## src/rtl/core/hvd_pkg.sv

```systemverilog
// ----------------------------------------------------------------------------
// hvd_pkg
// shared constants, cordic arctangent table and fixed-point helpers for the
// haversine distance pipeline
// ----------------------------------------------------------------------------
package hvd_pkg;

    localparam int CORDIC_STEPS = 32;
    localparam int ZW = 36;
    localparam int XW = 44;

    localparam logic signed [XW-1:0] GAIN_Q40 = 44'sd667681663043;
    localparam logic [31:0] TURN_M_Q6 = 32'd2561931110;
    localparam logic [31:0] ONE_Q31 = 32'h8000_0000;
    localparam logic [62:0] ONE_Q62 = 63'h4000_0000_0000_0000;

    function automatic logic [31:0] atan_turn(input logic [4:0] i);
        logic [31:0] t;
        unique case (i)
            5'd0: t = 32'h20000000;
            5'd1: t = 32'h12E4051E;
            5'd2: t = 32'h09FB385B;
            5'd3: t = 32'h051111D4;
            5'd4: t = 32'h028B0D43;
            5'd5: t = 32'h0145D7E1;
            5'd6: t = 32'h00A2F61E;
            5'd7: t = 32'h00517C55;
            5'd8: t = 32'h0028BE53;
            5'd9: t = 32'h00145F2F;
            5'd10: t = 32'h000A2F98;
            5'd11: t = 32'h000517CC;
            5'd12: t = 32'h00028BE6;
            5'd13: t = 32'h000145F3;
            5'd14: t = 32'h0000A2FA;
            5'd15: t = 32'h0000517D;
            5'd16: t = 32'h000028BE;
            5'd17: t = 32'h0000145F;
            5'd18: t = 32'h00000A30;
            5'd19: t = 32'h00000518;
            5'd20: t = 32'h0000028C;
            5'd21: t = 32'h00000146;
            5'd22: t = 32'h000000A3;
            5'd23: t = 32'h00000051;
            5'd24: t = 32'h00000029;
            5'd25: t = 32'h00000014;
            5'd26: t = 32'h0000000A;
            5'd27: t = 32'h00000005;
            5'd28: t = 32'h00000003;
            5'd29: t = 32'h00000001;
            5'd30: t = 32'h00000001;
            default: t = 32'h00000000;
        endcase
        return t;
    endfunction

    // q40 -> q31 magnitude clamped to [0, 2^31]
    function automatic logic [31:0] q31_mag(input logic signed [XW-1:0] v);
        logic signed [XW-1:0] s;
        logic [XW-1:0] m;
        s = v >>> 9;
        m = s[XW-1] ? XW'(-s) : XW'(s);
        return (m > XW'(ONE_Q31)) ? ONE_Q31 : m[31:0];
    endfunction

    function automatic logic [31:0] q31_nonneg(input logic signed [XW-1:0] v);
        logic signed [XW-1:0] s;
        s = v >>> 9;
        if (s[XW-1])
            return 32'd0;
        return (XW'(s) > XW'(ONE_Q31)) ? ONE_Q31 : s[31:0];
    endfunction

endpackage

```

## src/rtl/core/hvd_rot_stage.sv

```systemverilog
// ----------------------------------------------------------------------------
// hvd_rot_stage
// one registered rotation-mode cordic micro-rotation (angles in 2^-33 turn)
// ----------------------------------------------------------------------------
module hvd_rot_stage #(
    parameter int STEP = 0
) (
    input  logic                             clk,
    input  logic                             en,
    input  logic signed [hvd_pkg::XW-1:0]    x_in,
    input  logic signed [hvd_pkg::XW-1:0]    y_in,
    input  logic signed [hvd_pkg::ZW-1:0]    z_in,
    output logic signed [hvd_pkg::XW-1:0]    x_out,
    output logic signed [hvd_pkg::XW-1:0]    y_out,
    output logic signed [hvd_pkg::ZW-1:0]    z_out
);
    import hvd_pkg::*;

    localparam logic signed [ZW-1:0] ANG = ZW'({atan_turn(5'(STEP)), 1'b0});

    logic signed [XW-1:0] x_reg, y_reg, x_next, y_next;
    logic signed [ZW-1:0] z_reg, z_next;

    always_comb
    begin
        if (!z_in[ZW-1])
        begin
            x_next = x_in - (y_in >>> STEP);
            y_next = y_in + (x_in >>> STEP);
            z_next = z_in - ANG;
        end
        else
        begin
            x_next = x_in + (y_in >>> STEP);
            y_next = y_in - (x_in >>> STEP);
            z_next = z_in + ANG;
        end
    end

    always_ff @(posedge clk)
    begin
        if (en)
        begin
            x_reg <= x_next;
            y_reg <= y_next;
            z_reg <= z_next;
        end
    end

    assign x_out = x_reg;
    assign y_out = y_reg;
    assign z_out = z_reg;
endmodule

```

## config.mk

```make
export PLATFORM = sky130hd
export DESIGN_NAME = hvd_rot_stage
export DESIGN_NICKNAME = d
export VERILOG_FILES = /design/src/rtl/core/hvd_pkg.sv /design/src/rtl/core/hvd_rot_stage.sv
export SDC_FILE = /design/constraint.sdc
export NUM_CORES = 1
export LEC_CHECK = 0
export BUFFER_PORTS_ARGS = -buffer_cell sky130_fd_sc_hd__buf_2
export CAP_MARGIN = 30
export CORE_MARGIN = 3
export CORE_UTILIZATION = 25
export DETAILED_ROUTE_END_ITERATION = 10
export PLACE_DENSITY_LB_ADDON = 0.05
export SKIP_LAST_GASP = 1
export SYNTH_ARGS = -nofsm -noshare
export SYNTH_HDL_FRONTEND = slang
export SYNTH_SLANG_ARGS = --single-unit
```

## constraint.sdc

```tcl
create_clock -name clk -period 8.68 [get_ports clk]
set_input_delay 1.302 -clock clk [delete_from_list [all_inputs] [get_ports clk]]
set_output_delay 1.302 -clock clk [all_outputs]
set_load 0.005 [all_outputs]
```

==> impl_summary.txt, run 1 <==
----------------------------------------------------
[Cells and area]
  Post-route insts no fill ... 2192
  Number of nets in the final layout ... 1850
  Area grow syn2layout ... 19.4%
  Final antenna diode count ... 0
  Area taken by flip-flops and latches ... 0.00369 sq mm
  Multi-input combinational cell area ... 0.00755 sq mm
  Most frequent cells in the layout ... sky130_fd_sc_hd__buf_2 (248), sky130_fd_sc_hd__a21oi_1 (177), sky130_fd_sc_hd__ha_1 (148)
  Filler Cells Inserted ... 5054
  Layout cells sized above 1 ... 21.1%
  Most frequent standard cell in the layout excluding fill and tap cells ... sky130_fd_sc_hd__buf_2

[GRT]
  Global route total overflow ... 0
  Vias in the first global route ... 10700
  Global-route usage over all layers ... 18.6%
  Pin count of the biggest net entering global routing ... 65
  First-pass GRT wire length ... 70.3 mm
  Antenna violations before repair ... 0

[Logic synthesis]
  Synthesized net count ... 1636
  Yosys warning total ... 0
  Seq/Total Area, Yosys ... 30.6%
  Post-synth top area share ... 30.6%
  Mean area per synthesized cell ... 8.89 sq um
  Post-synth design cell area ... 0.0121 sq mm
  Number of different library cells in the post-synthesis netlist ... 92
  Yosys reg bits ... 123
  Post-synth top area cell ... sky130_fd_sc_hd__edfxtp_1
  Arithmetic-cell share of the synthesized area counting full adders, half adders and majority gates ... 16.0%
  Xor/xnor cell area share of the yosys netlist ... 6.38%
  Compound-Gate Fraction of Synth Area ... 25.6%
  Share of synthesized registers carrying an async set or reset ... 0%
  Multiplexer fraction of the synthesized cell area ... 2.21%
  Cell types occupying the most area after synthesis ... sky130_fd_sc_hd__edfxtp_1 (31%), sky130_fd_sc_hd__ha_1 (15%), sky130_fd_sc_hd__a21oi_1 (7.3%)
  Most used DFF post-synth ... sky130_fd_sc_hd__edfxtp_1
  Area share of and/or/nand/nor cells after synthesis ... 12.3%
  EDFF count, synth ... 123
  Cells after Synth ... 1358
  Largest family of logic cells by synthesized area ... compound AO/OA/AOI/OAI gates

[Routing]
  Post-DRT Antenna Nets ... 0
  Via/cell ratio ... 4.96
  Total DRC errors in the routed layout ... 0
  Via count ... 10900
  Violation count after the first detailed-route iteration ... 751
  Total wirelength of the detailed-routed design ... 47.7 mm
  Average wire per cell in the routed design ... 21.7 microns
  Drt pass-1 iters ... 5

[Die]
  Effective utilization at floorplan ... 25.6%
  Die W ... 226 microns
  Area of the placeable core ... 0.0471 sq mm
  Number of rows in the core area ... 79
  Area of the die ... 0.0509 sq mm
  Number of placed I/O pins ... 250
  Vertical die dimension ... 226 microns

[Clock tree]
  Maximum number of buffers from clock root to sink ... 2
  Total clock buffers created by CTS ... 17
  Count of instances resized after the clock tree is built ... 0
  Clock Sink Count ... 123
  TritonCTS clock tree ... yes
  Setup Buffers After CTS ... 0
  CTS clock-pin slew for the worst setup and hold paths ... 0.06 ns
  Number of H-tree branching levels ... 4
  Root cell of the clock tree ... sky130_fd_sc_hd__clkbuf_16
  Post-CTS Hold Fix Bufs ... 0

[Timing]
  Setup violators final ... 0
  Final max-slew violation count ... 0
  Tmin final ... 4.60 ns
  RSZ-0062 raised after global routing ... no
  Slew Limit Headroom ... 34.6%
  Share of the clock period used by the worst path after layout ... 53.0%
  Summed negative setup slack over all endpoints ... 0 ns
  Pin slew with the least headroom to its limit ... 0.981 ns
  Final count of hold timing violations ... 0
  Highest achievable clock rate ... 217 MHz
  Setup ws final ... 4.08 ns

[Critical path]
  Worst Setup End Kind ... flop
  Crit path DAT ... 4.81 ns
  Required time at the worst-slack endpoint ... 8.89 ns
  Category of the most critical setup path ... in -> reg
  Maximum fanout encountered on the critical timing path ... 10
  Element type at the critical path start ... primary input

[Place]
  Number of buffers added on ports ... 249
  Placed cell count ... 2160
  Post-placement worst setup slack ... 3.72 ns
  Final RePlAce weighted congestion ... 0.874
  Sum of net half-perimeters after detailed placement ... 38.3 mm

[Power and ir drop]
  Maximum VDD drop ... 0.124 mV
  Leakage component of the power ... 6.30 nW
  Power density over the cells ... 165 mW/mm^2

[Min path]
  Cell depth of the worst min-delay path ... 1
  Worst Hold Launch ... z_in[15]
  Class of the worst hold path ... in -> reg
  Hold endpoint ... z_out[15]

[Outcome]
  Status ... finished, final reports clean

[Run]
  Max-capacitance violation count ... 0

----------------------------------------------------
worst max-delay path by stage:
stage | to | start | slack [ns] | cells past startpoint
5_1_grt | x_out[37] | x_in[2] | 3.98 | 13
3_3_place_gp | y_out[36] | x_in[9] | 3.74 | 13
3_5_place_dp | x_out[37] | x_in[2] | 3.72 | 13
4_1_cts | x_out[37] | x_in[2] | 4.23 | 13
2_1_floorplan | y_out[42] | x_in[14] | 4.74 | 13
6_report | x_out[37] | x_in[2] | 4.08 | 13
where the power goes:
| part | internal, W | switching [W] |
|---|---|---|
| registers | 0.000773 | 0.0000287 |
| logic | 0.000312 | 0.000528 |
| clock network | 0.000421 | 0.000310 |
| total | 0.00151 | 0.000867 |
state kept, by name, summed over array words and instances (netlist names):
signal,cells
x_out,44
y_out,43
z_out,36
cell families (layout without fill, tap and decap cells):
group           after synthesis  after routing
buf+inv                     203            430
mux                          26             26
fa+ha+maj                   152            152
xor+xnor                     87             87
simple gates                304            304
flops                       123            123
compound gates              463            463
synthesized netlist by cell type, types with 5 or more instances:
master,n
sky130_fd_sc_hd__a21o_1,41
sky130_fd_sc_hd__buf_2,23
sky130_fd_sc_hd__o221ai_1,7
sky130_fd_sc_hd__a21oi_1,177
sky130_fd_sc_hd__nor2b_1,14
sky130_fd_sc_hd__o21a_1,11
sky130_fd_sc_hd__mux2i_1,24
sky130_fd_sc_hd__o21ai_0,70
sky130_fd_sc_hd__nor4_1,11
sky130_fd_sc_hd__a31oi_1,9
sky130_fd_sc_hd__edfxtp_1,123
sky130_fd_sc_hd__a211oi_1,15
sky130_fd_sc_hd__buf_1,14
sky130_fd_sc_hd__nor3_1,32
sky130_fd_sc_hd__xnor2_1,79
sky130_fd_sc_hd__o211ai_1,7
sky130_fd_sc_hd__clkbuf_1,17
sky130_fd_sc_hd__inv_1,135
sky130_fd_sc_hd__clkinv_1,5
sky130_fd_sc_hd__or3_1,6
sky130_fd_sc_hd__nand4_1,18
sky130_fd_sc_hd__o31ai_1,13
sky130_fd_sc_hd__xor2_1,7
sky130_fd_sc_hd__nand2b_1,10
sky130_fd_sc_hd__o21bai_1,37
sky130_fd_sc_hd__nor2_1,105
sky130_fd_sc_hd__and3_1,6
sky130_fd_sc_hd__a211o_1,5
sky130_fd_sc_hd__nand2_1,59
sky130_fd_sc_hd__ha_1,148
sky130_fd_sc_hd__o21ai_1,7
sky130_fd_sc_hd__nand3_1,18
metal layers:
metal	share of wire, %	up-vias	global-route usage, %
met5	0	-	0
met4	1.5	0	5.13
met3	5.3	29	3.39
met2	44	337	28.0
met1	49	5201	27.2
li1	-	5314	-
final cells by class:
cell class              count  share of cell area, %
inverters                 143                   3.72
multi-input cells        1032                   52.4
well taps                 607                   5.27
flip-flops and latches    123                   25.6
clock buffers              18                   2.98
clock inverters            14                   1.02
repair buffers            255                   9.00
through the flow:
stage	area [sq um]	power (W)	util (%)	hold slack, ns
after CTS	14400	0.00241	30.6	0.958
after global routing	14400	0.00252	30.6	0.974
after floorplan	12100	0.00130	-	1.40
after detailed placement	13800	0.00165	29.3	1.48
final	14400	0.00237	30.6	1.01
after global placement	13800	0.00167	29.3	1.48
worst max-delay path: stages:
cell and delay (ns):
sky130_fd_sc_hd__buf_2 0.10, sky130_fd_sc_hd__inv_1 0.04, sky130_fd_sc_hd__ha_1 0.45, sky130_fd_sc_hd__nor3b_2 0.27, sky130_fd_sc_hd__nor3_1 0.11, sky130_fd_sc_hd__o31ai_1 0.62, sky130_fd_sc_hd__nor3b_1 0.50, sky130_fd_sc_hd__o31ai_2 0.23
sky130_fd_sc_hd__o211ai_2 0.38, sky130_fd_sc_hd__a21oi_1 0.21, sky130_fd_sc_hd__o21ai_1 0.26, sky130_fd_sc_hd__a22oi_1 0.15, sky130_fd_sc_hd__xnor2_1 0.18
No activity file was read; power rests on OpenSTA's default activity.
==> run 2, diff against run 1 <==
==> constraint.sdc (replaced) <==
create_clock -name clk -period 3.8 [get_ports clk]
set_input_delay 0.57 -clock clk [delete_from_list [all_inputs] [get_ports clk]]
set_output_delay 0.57 -clock clk [all_outputs]
set_load 0.005 [all_outputs]
==> impl_summary.txt, run 2 (synthesized netlist as in run 1, its figures left out) <==
----------------------------------------------------
[GRT]
  Pin count of the biggest net entering global routing ... 69 (+6.2%)
  Global route total overflow ... 0 (unchanged)
  First-pass GRT wire length ... 72.3 mm (+2.7%)
  Antenna violations before repair ... 1 (+1)
  Global-route usage over all layers ... 19.1% (+0.50 points)
  Vias in the first global route ... 11300 (+5.5%)

[Critical path]
  Crit path DAT ... 3.83 ns (-0.98 ns)
  Category of the most critical setup path ... in -> reg
  Required time at the worst-slack endpoint ... 4.02 ns (-4.87 ns)
  Max stage delay on crit path ... 0.44 ns (-0.18 ns)
  Maximum fanout encountered on the critical timing path ... 6 (-4)
  Element type at the critical path start ... primary input
  Highest-delay cell along the critical path ... sky130_fd_sc_hd__nor4_1
  CP cell instances ... buf_2 > inv_1 > ha_1 > buf_4 > buf_4 > or3_1 > nor4_1 > o21ai_1 > buf_4 > a21oi_1 > buf_4 > o31ai_1 > or3_1 > a21oi_1 > nor2_1 > xnor2_1
  Dominant cell type by count on the critical path ... sky130_fd_sc_hd__buf_4
  First element of the critical path ... x_in[14]
  Worst Setup End Kind ... flop

[Routing]
  Total DRC errors in the routed layout ... 0 (unchanged)
  Via count ... 11500 (+5.6%)
  Met1 routed wirelength after detailed routing ... 24.1 mm (+2.8%)
  Total wirelength of the detailed-routed design ... 48.9 mm (+2.6%)
  Via/cell ratio ... 4.89 (-1.5%)
  Post-DRT Antenna Nets ... 0 (unchanged)
  Met2 WL ... 21.6 mm (+2.9%)
  Violation count after the first detailed-route iteration ... 744 (-0.93%)
  Average wire per cell in the routed design ... 20.8 microns (-4.3%)
  Drt pass-1 iters ... 5 (unchanged)
  Top layer in use ... met5
  Met3 WL ... 2.48 mm (-2.6%)

[Timing]
  Summed negative setup slack over all endpoints ... 0 ns (unchanged)
  Final count of hold timing violations ... 0 (unchanged)
  Highest achievable clock rate ... 277 MHz
  Setup violators final ... 0 (unchanged)
  Share of the clock period used by the worst path after layout ... 95.0%
  RSZ-0062 raised after global routing ... no
  Tmin final ... 3.61 ns
  Slew Limit Headroom ... 48.1% (+14 points)
  Final max-slew violation count ... 0 (unchanged)
  Pin slew with the least headroom to its limit ... 0.778 ns (-0.203 ns)

[Clock tree]
  Total clock buffers created by CTS ... 17 (unchanged)
  Maximum number of buffers from clock root to sink ... 2 (unchanged)
  TritonCTS clock tree ... yes
  CTS clock-pin slew for the worst setup and hold paths ... 0.06 ns (about the same)
  Number of H-tree branching levels ... 4 (unchanged)
  Root cell of the clock tree ... sky130_fd_sc_hd__clkbuf_16
  Setup Buffers After CTS ... 0 (unchanged)
  Clock Sink Count ... 123 (unchanged)

[Die]
  Number of placed I/O pins ... 250 (unchanged)
  Number of rows in the core area ... 79 (unchanged)
  Vertical die dimension ... 226 microns (unchanged)
  Area of the die ... 0.0509 sq mm (unchanged)
  Effective utilization at floorplan ... 25.6% (unchanged)
  Area of the placeable core ... 0.0471 sq mm (unchanged)
  Die W ... 226 microns (unchanged)

[Cells and area]
  Post-route cell area ... 0.0156 sq mm (+8.5%)
  Most frequent cells in the layout ... sky130_fd_sc_hd__buf_2 (248), sky130_fd_sc_hd__a21oi_1 (177), sky130_fd_sc_hd__buf_4 (164)
  Final antenna diode count ... 0 (unchanged)
  Area grow syn2layout ... 29.6%
  Filler Cells Inserted ... 5022 (-0.63%)
  Layout cells sized above 1 ... 28.3% (+7.2 points)
  Post-route insts no fill ... 2350 (+7.2%)
  Multi-input combinational cell area ... 0.00755 sq mm (about the same)
  Most frequent standard cell in the layout excluding fill and tap cells ... sky130_fd_sc_hd__buf_2
  Number of nets in the final layout ... 2009 (+8.6%)
  Area taken by flip-flops and latches ... 0.00369 sq mm (unchanged)
  Max reg flops ... 44 (unchanged)

[Power and ir drop]
  Leakage component of the power ... 7.08 nW (+12%)
  Maximum VDD drop ... 0.287 mV (+130%)
  Power Total ... 0.00571 W (+140%)
  Power density over the cells ... 365 mW/mm^2 (+120%)

[Min path]
  Worst Hold Launch ... z_in[29]
  Class of the worst hold path ... in -> reg
  Hold endpoint ... z_out[29]
  Cell depth of the worst min-delay path ... 1 (unchanged)

[Run]
  Max-capacitance violation count ... 0 (unchanged)

[Place]
  Post-placement cell area ... 0.0150 sq mm (+8.7%)
  Sum of net half-perimeters after detailed placement ... 40.0 mm (+4.4%)
  Final RePlAce weighted congestion ... 0.887 (+1.4%)
  Number of buffers added on ports ... 249 (unchanged)
  Placed cell count ... 2319 (+7.4%)

[Outcome]
  Status ... finished, final reports clean

----------------------------------------------------
[run 2: final cells by class]
cell class | count | area share (%)
Multi-Input combinational cell | 1032 | 48.3
Sequential cell | 123 | 23.6
Timing Repair Buffer | 414 | 16.0
Tap cell | 607 | 4.86
Inverter | 143 | 3.43
Clock buffer | 17 | 2.72
Clock inverter | 14 | 1.10
[run 2: worst max-delay path by stage]
stage,endpoint,cells after the start
after detailed placement,x_out[43],16
after global routing,x_out[37],15
after global placement,x_out[43],16
after CTS,x_out[37],15
final,x_out[43],16
after floorplan,y_out[42],13
[run 2: repair_timing]
action	in CTS	in global routing
hold buffers	0	0
resized for setup	0	1
endpoints found under the setup margin	0	3
[run 2: where the power goes]
group	internal [W]	leakage (nW)	switching (W)
clock	0.00102	0.275	0.000711
combinational	0.000895	5.60	0.00126
sequential	0.00176	1.20	0.0000563
total	0.00368	7.08	0.00203
[run 2: stage by stage]
| step | worst slack, ns | utilization (%) | hold WS (ns) |
|---|---|---|---|
| 2_1_floorplan | 0.595 | - | 0.669 |
| 3_3_place_gp | -0.246 | 31.9 | 0.748 |
| 3_5_place_dp | -0.261 | 31.9 | 0.748 |
| 4_1_cts | 0.252 | 33.2 | 0.217 |
| 5_1_grt | 0.0628 | 33.2 | 0.225 |
| 6_report | 0.192 | 33.2 | 0.261 |
[run 2: metal layers]
layer,vias up,track usage [%]
met1,5475,27.7
met3,35,3.78
met4,2,5.04
li1,5632,-
met2,342,28.9
met5,-,0
[run 2: worst max-delay path: cells and delay by family]
kind / cells / cell delay (ns)
compound gates: 4 / 0.65
simple gates: 4 / 1.30
buf+inv: 6 / 0.79
xor+xnor: 1 / 0.15
fa+ha+maj: 1 / 0.35
==> run 3, diff against run 2 <==
--- a/config.mk
+++ b/config.mk
@@ -9,6 +9,7 @@
 export CAP_MARGIN = 30
 export CORE_MARGIN = 3
 export CORE_UTILIZATION = 25
+export CTS_BUF_LIST = sky130_fd_sc_hd__clkbuf_8
 export DETAILED_ROUTE_END_ITERATION = 10
 export PLACE_DENSITY_LB_ADDON = 0.05
 export SKIP_LAST_GASP = 1
==> impl_summary.txt, run 3 (synthesized netlist as in run 1, its figures left out) <==
----------------------------------------------------
[GRT]
  Global-route usage over all layers ... 19.1% (about the same)
  Pin count of the biggest net entering global routing ... 69 (unchanged)
  First-pass GRT wire length ... 72.3 mm (about the same)
  Global route total overflow ... 0 (unchanged)
  Antenna violations before repair ... 2 (+1)
  Vias in the first global route ... 11300 (-0.053%)

[Routing]
  Violation count after the first detailed-route iteration ... 847 (+14%)
  Total DRC errors in the routed layout ... 0 (unchanged)
  Via count ... 11500 (-0.035%)
  Drt pass-1 iters ... 5 (unchanged)
  Total wirelength of the detailed-routed design ... 48.9 mm (about the same)
  Post-DRT Antenna Nets ... 0 (unchanged)
  Average wire per cell in the routed design ... 20.8 microns (about the same)
  Via/cell ratio ... 4.88 (about the same)

[Timing]
  RSZ-0062 raised after global routing ... no
  Summed negative setup slack over all endpoints ... 0 ns (unchanged)
  Highest achievable clock rate ... 283 MHz (+2.1%)
  Slew Limit Headroom ... 48.7% (+0.64 points)
  Tmin final ... 3.53 ns (-0.0758 ns)
  Share of the clock period used by the worst path after layout ... 93.0% (-2.0 points)
  Pin slew with the least headroom to its limit ... 0.769 ns (-0.00958 ns)
  Setup ws final ... 0.267 ns (+0.0758 ns)
  Setup violators final ... 0 (unchanged)
  Final max-slew violation count ... 0 (unchanged)
  Final count of hold timing violations ... 0 (unchanged)

[Min path]
  Cell depth of the worst min-delay path ... 1 (unchanged)
  Class of the worst hold path ... in -> reg

[Cells and area]
  Area grow syn2layout ... 28.0%
  Most frequent standard cell in the layout excluding fill and tap cells ... sky130_fd_sc_hd__buf_2
  Layout cells sized above 1 ... 28.3% (unchanged)
  Number of nets in the final layout ... 2009 (unchanged)
  Max reg flops ... 44 (unchanged)
  Most frequent cells in the layout ... sky130_fd_sc_hd__buf_2 (248), sky130_fd_sc_hd__a21oi_1 (177), sky130_fd_sc_hd__buf_4 (164)
  Filler Cells Inserted ... 5049 (+0.54%)

[Outcome]
  Status ... finished, final reports clean

[Power and ir drop]
  Power Total ... 0.00527 W (-7.7%)
  Leakage component of the power ... 7.00 nW (-1.2%)
  Maximum VDD drop ... 0.191 mV (-33%)
  Power density over the cells ... 341 mW/mm^2 (-6.6%)

[Die]
  Number of placed I/O pins ... 250 (unchanged)
  Area of the placeable core ... 0.0471 sq mm (unchanged)
  Area of the die ... 0.0509 sq mm (unchanged)
  Vertical die dimension ... 226 microns (unchanged)
  Die W ... 226 microns (unchanged)
  Number of rows in the core area ... 79 (unchanged)
  Effective utilization at floorplan ... 25.6% (unchanged)

[Clock tree]
  Post-CTS Hold Fix Bufs ... 0 (unchanged)
  Total clock buffers created by CTS ... 17 (unchanged)
  Number of H-tree branching levels ... 4 (unchanged)
  Clock Sink Count ... 123 (unchanged)
  Maximum number of buffers from clock root to sink ... 2 (unchanged)
  Root cell of the clock tree ... sky130_fd_sc_hd__clkbuf_8
  TritonCTS clock tree ... yes
  Setup Buffers After CTS ... 0 (unchanged)
  Count of instances resized after the clock tree is built ... 0 (unchanged)
  CTS clock-pin slew for the worst setup and hold paths ... 0.08 ns (+0.02 ns)

[Place]
  Post-placement worst setup slack ... -0.261 ns (unchanged)
  Final RePlAce weighted congestion ... 0.887 (unchanged)
  Sum of net half-perimeters after detailed placement ... 40.0 mm (unchanged)
  Number of buffers added on ports ... 249 (unchanged)

[Critical path]
  Worst Setup End Kind ... flop
  Required time at the worst-slack endpoint ... 4.08 ns (+0.06 ns)
  Category of the most critical setup path ... in -> reg
  Maximum fanout encountered on the critical timing path ... 6 (unchanged)
  Element type at the critical path start ... primary input
  Crit path DAT ... 3.81 ns (-0.02 ns)

[Run]
  Max-capacitance violation count ... 0 (unchanged)

----------------------------------------------------
## run 3: cell types whose count changed in the layout (fill, tap and decap cells not counted)
cell | before | now
sky130_fd_sc_hd__clkbuf_16 | 17 | 0
sky130_fd_sc_hd__diode_2 | 0 | 1
sky130_fd_sc_hd__clkbuf_8 | 0 | 17
## run 3: area by class of cell
cell class / instances / area (sq um) / share of cell area, %
Timing Repair Buffer: 414 / 2500 / 16.2
Tap cell: 607 / 759 / 4.91
Antenna cell: 1 / 2.50 / 0.0162
Multi-Input combinational cell: 1032 / 7550 / 48.9
Clock buffer: 17 / 234 / 1.51
Inverter: 143 / 537 / 3.47
Clock inverter: 14 / 171 / 1.11
Sequential cell: 123 / 3690 / 23.9
## run 3: per-stage QoR
step	instances	util, %	cell area, sq um	hold slack, ns
floorplan	1358	-	12100	0.669
global placement	2319	31.9	15000	0.748
detailed placement	2319	31.9	15000	0.748
CTS	2350	32.8	15400	0.126
global route	2351	32.8	15500	0.141
finish	2351	32.8	15500	0.197
## run 3: final timing paths
path / startpoint / endpoint / slack [ns]
hold / removal: z_in[29] / z_out[29] / 0.20
setup / recovery: x_in[14] / x_out[43] / 0.27
## run 3: power breakdown
group	internal [W]	switching [W]
clock network	0.000643	0.000651
registers	0.00176	0.0000567
logic	0.000896	0.00126
total	0.00330	0.00197
## run 3: critical path: stages
cell,delay (ns)
sky130_fd_sc_hd__buf_2,0.08
sky130_fd_sc_hd__inv_1,0.05
sky130_fd_sc_hd__ha_1,0.35
sky130_fd_sc_hd__buf_4,0.17
sky130_fd_sc_hd__buf_4,0.15
sky130_fd_sc_hd__or3_1,0.39
sky130_fd_sc_hd__nor4_1,0.44
sky130_fd_sc_hd__o21ai_1,0.20
sky130_fd_sc_hd__buf_4,0.19
sky130_fd_sc_hd__a21oi_1,0.17
sky130_fd_sc_hd__buf_4,0.14
sky130_fd_sc_hd__o31ai_1,0.13
sky130_fd_sc_hd__or3_1,0.38
sky130_fd_sc_hd__a21oi_1,0.14
sky130_fd_sc_hd__nor2_1,0.09
sky130_fd_sc_hd__xnor2_1,0.15
## run 3: per-layer routing
metal / global-route usage, % / wire length, microns / vias up
li1: - / - / 5623
met1: 27.7 / 24300 / 5498
met2: 29.0 / 21600 / 328
met3: 3.63 / 2220 / 31
met4: 5.10 / 745 / 2
met5: 0 / 13 / -
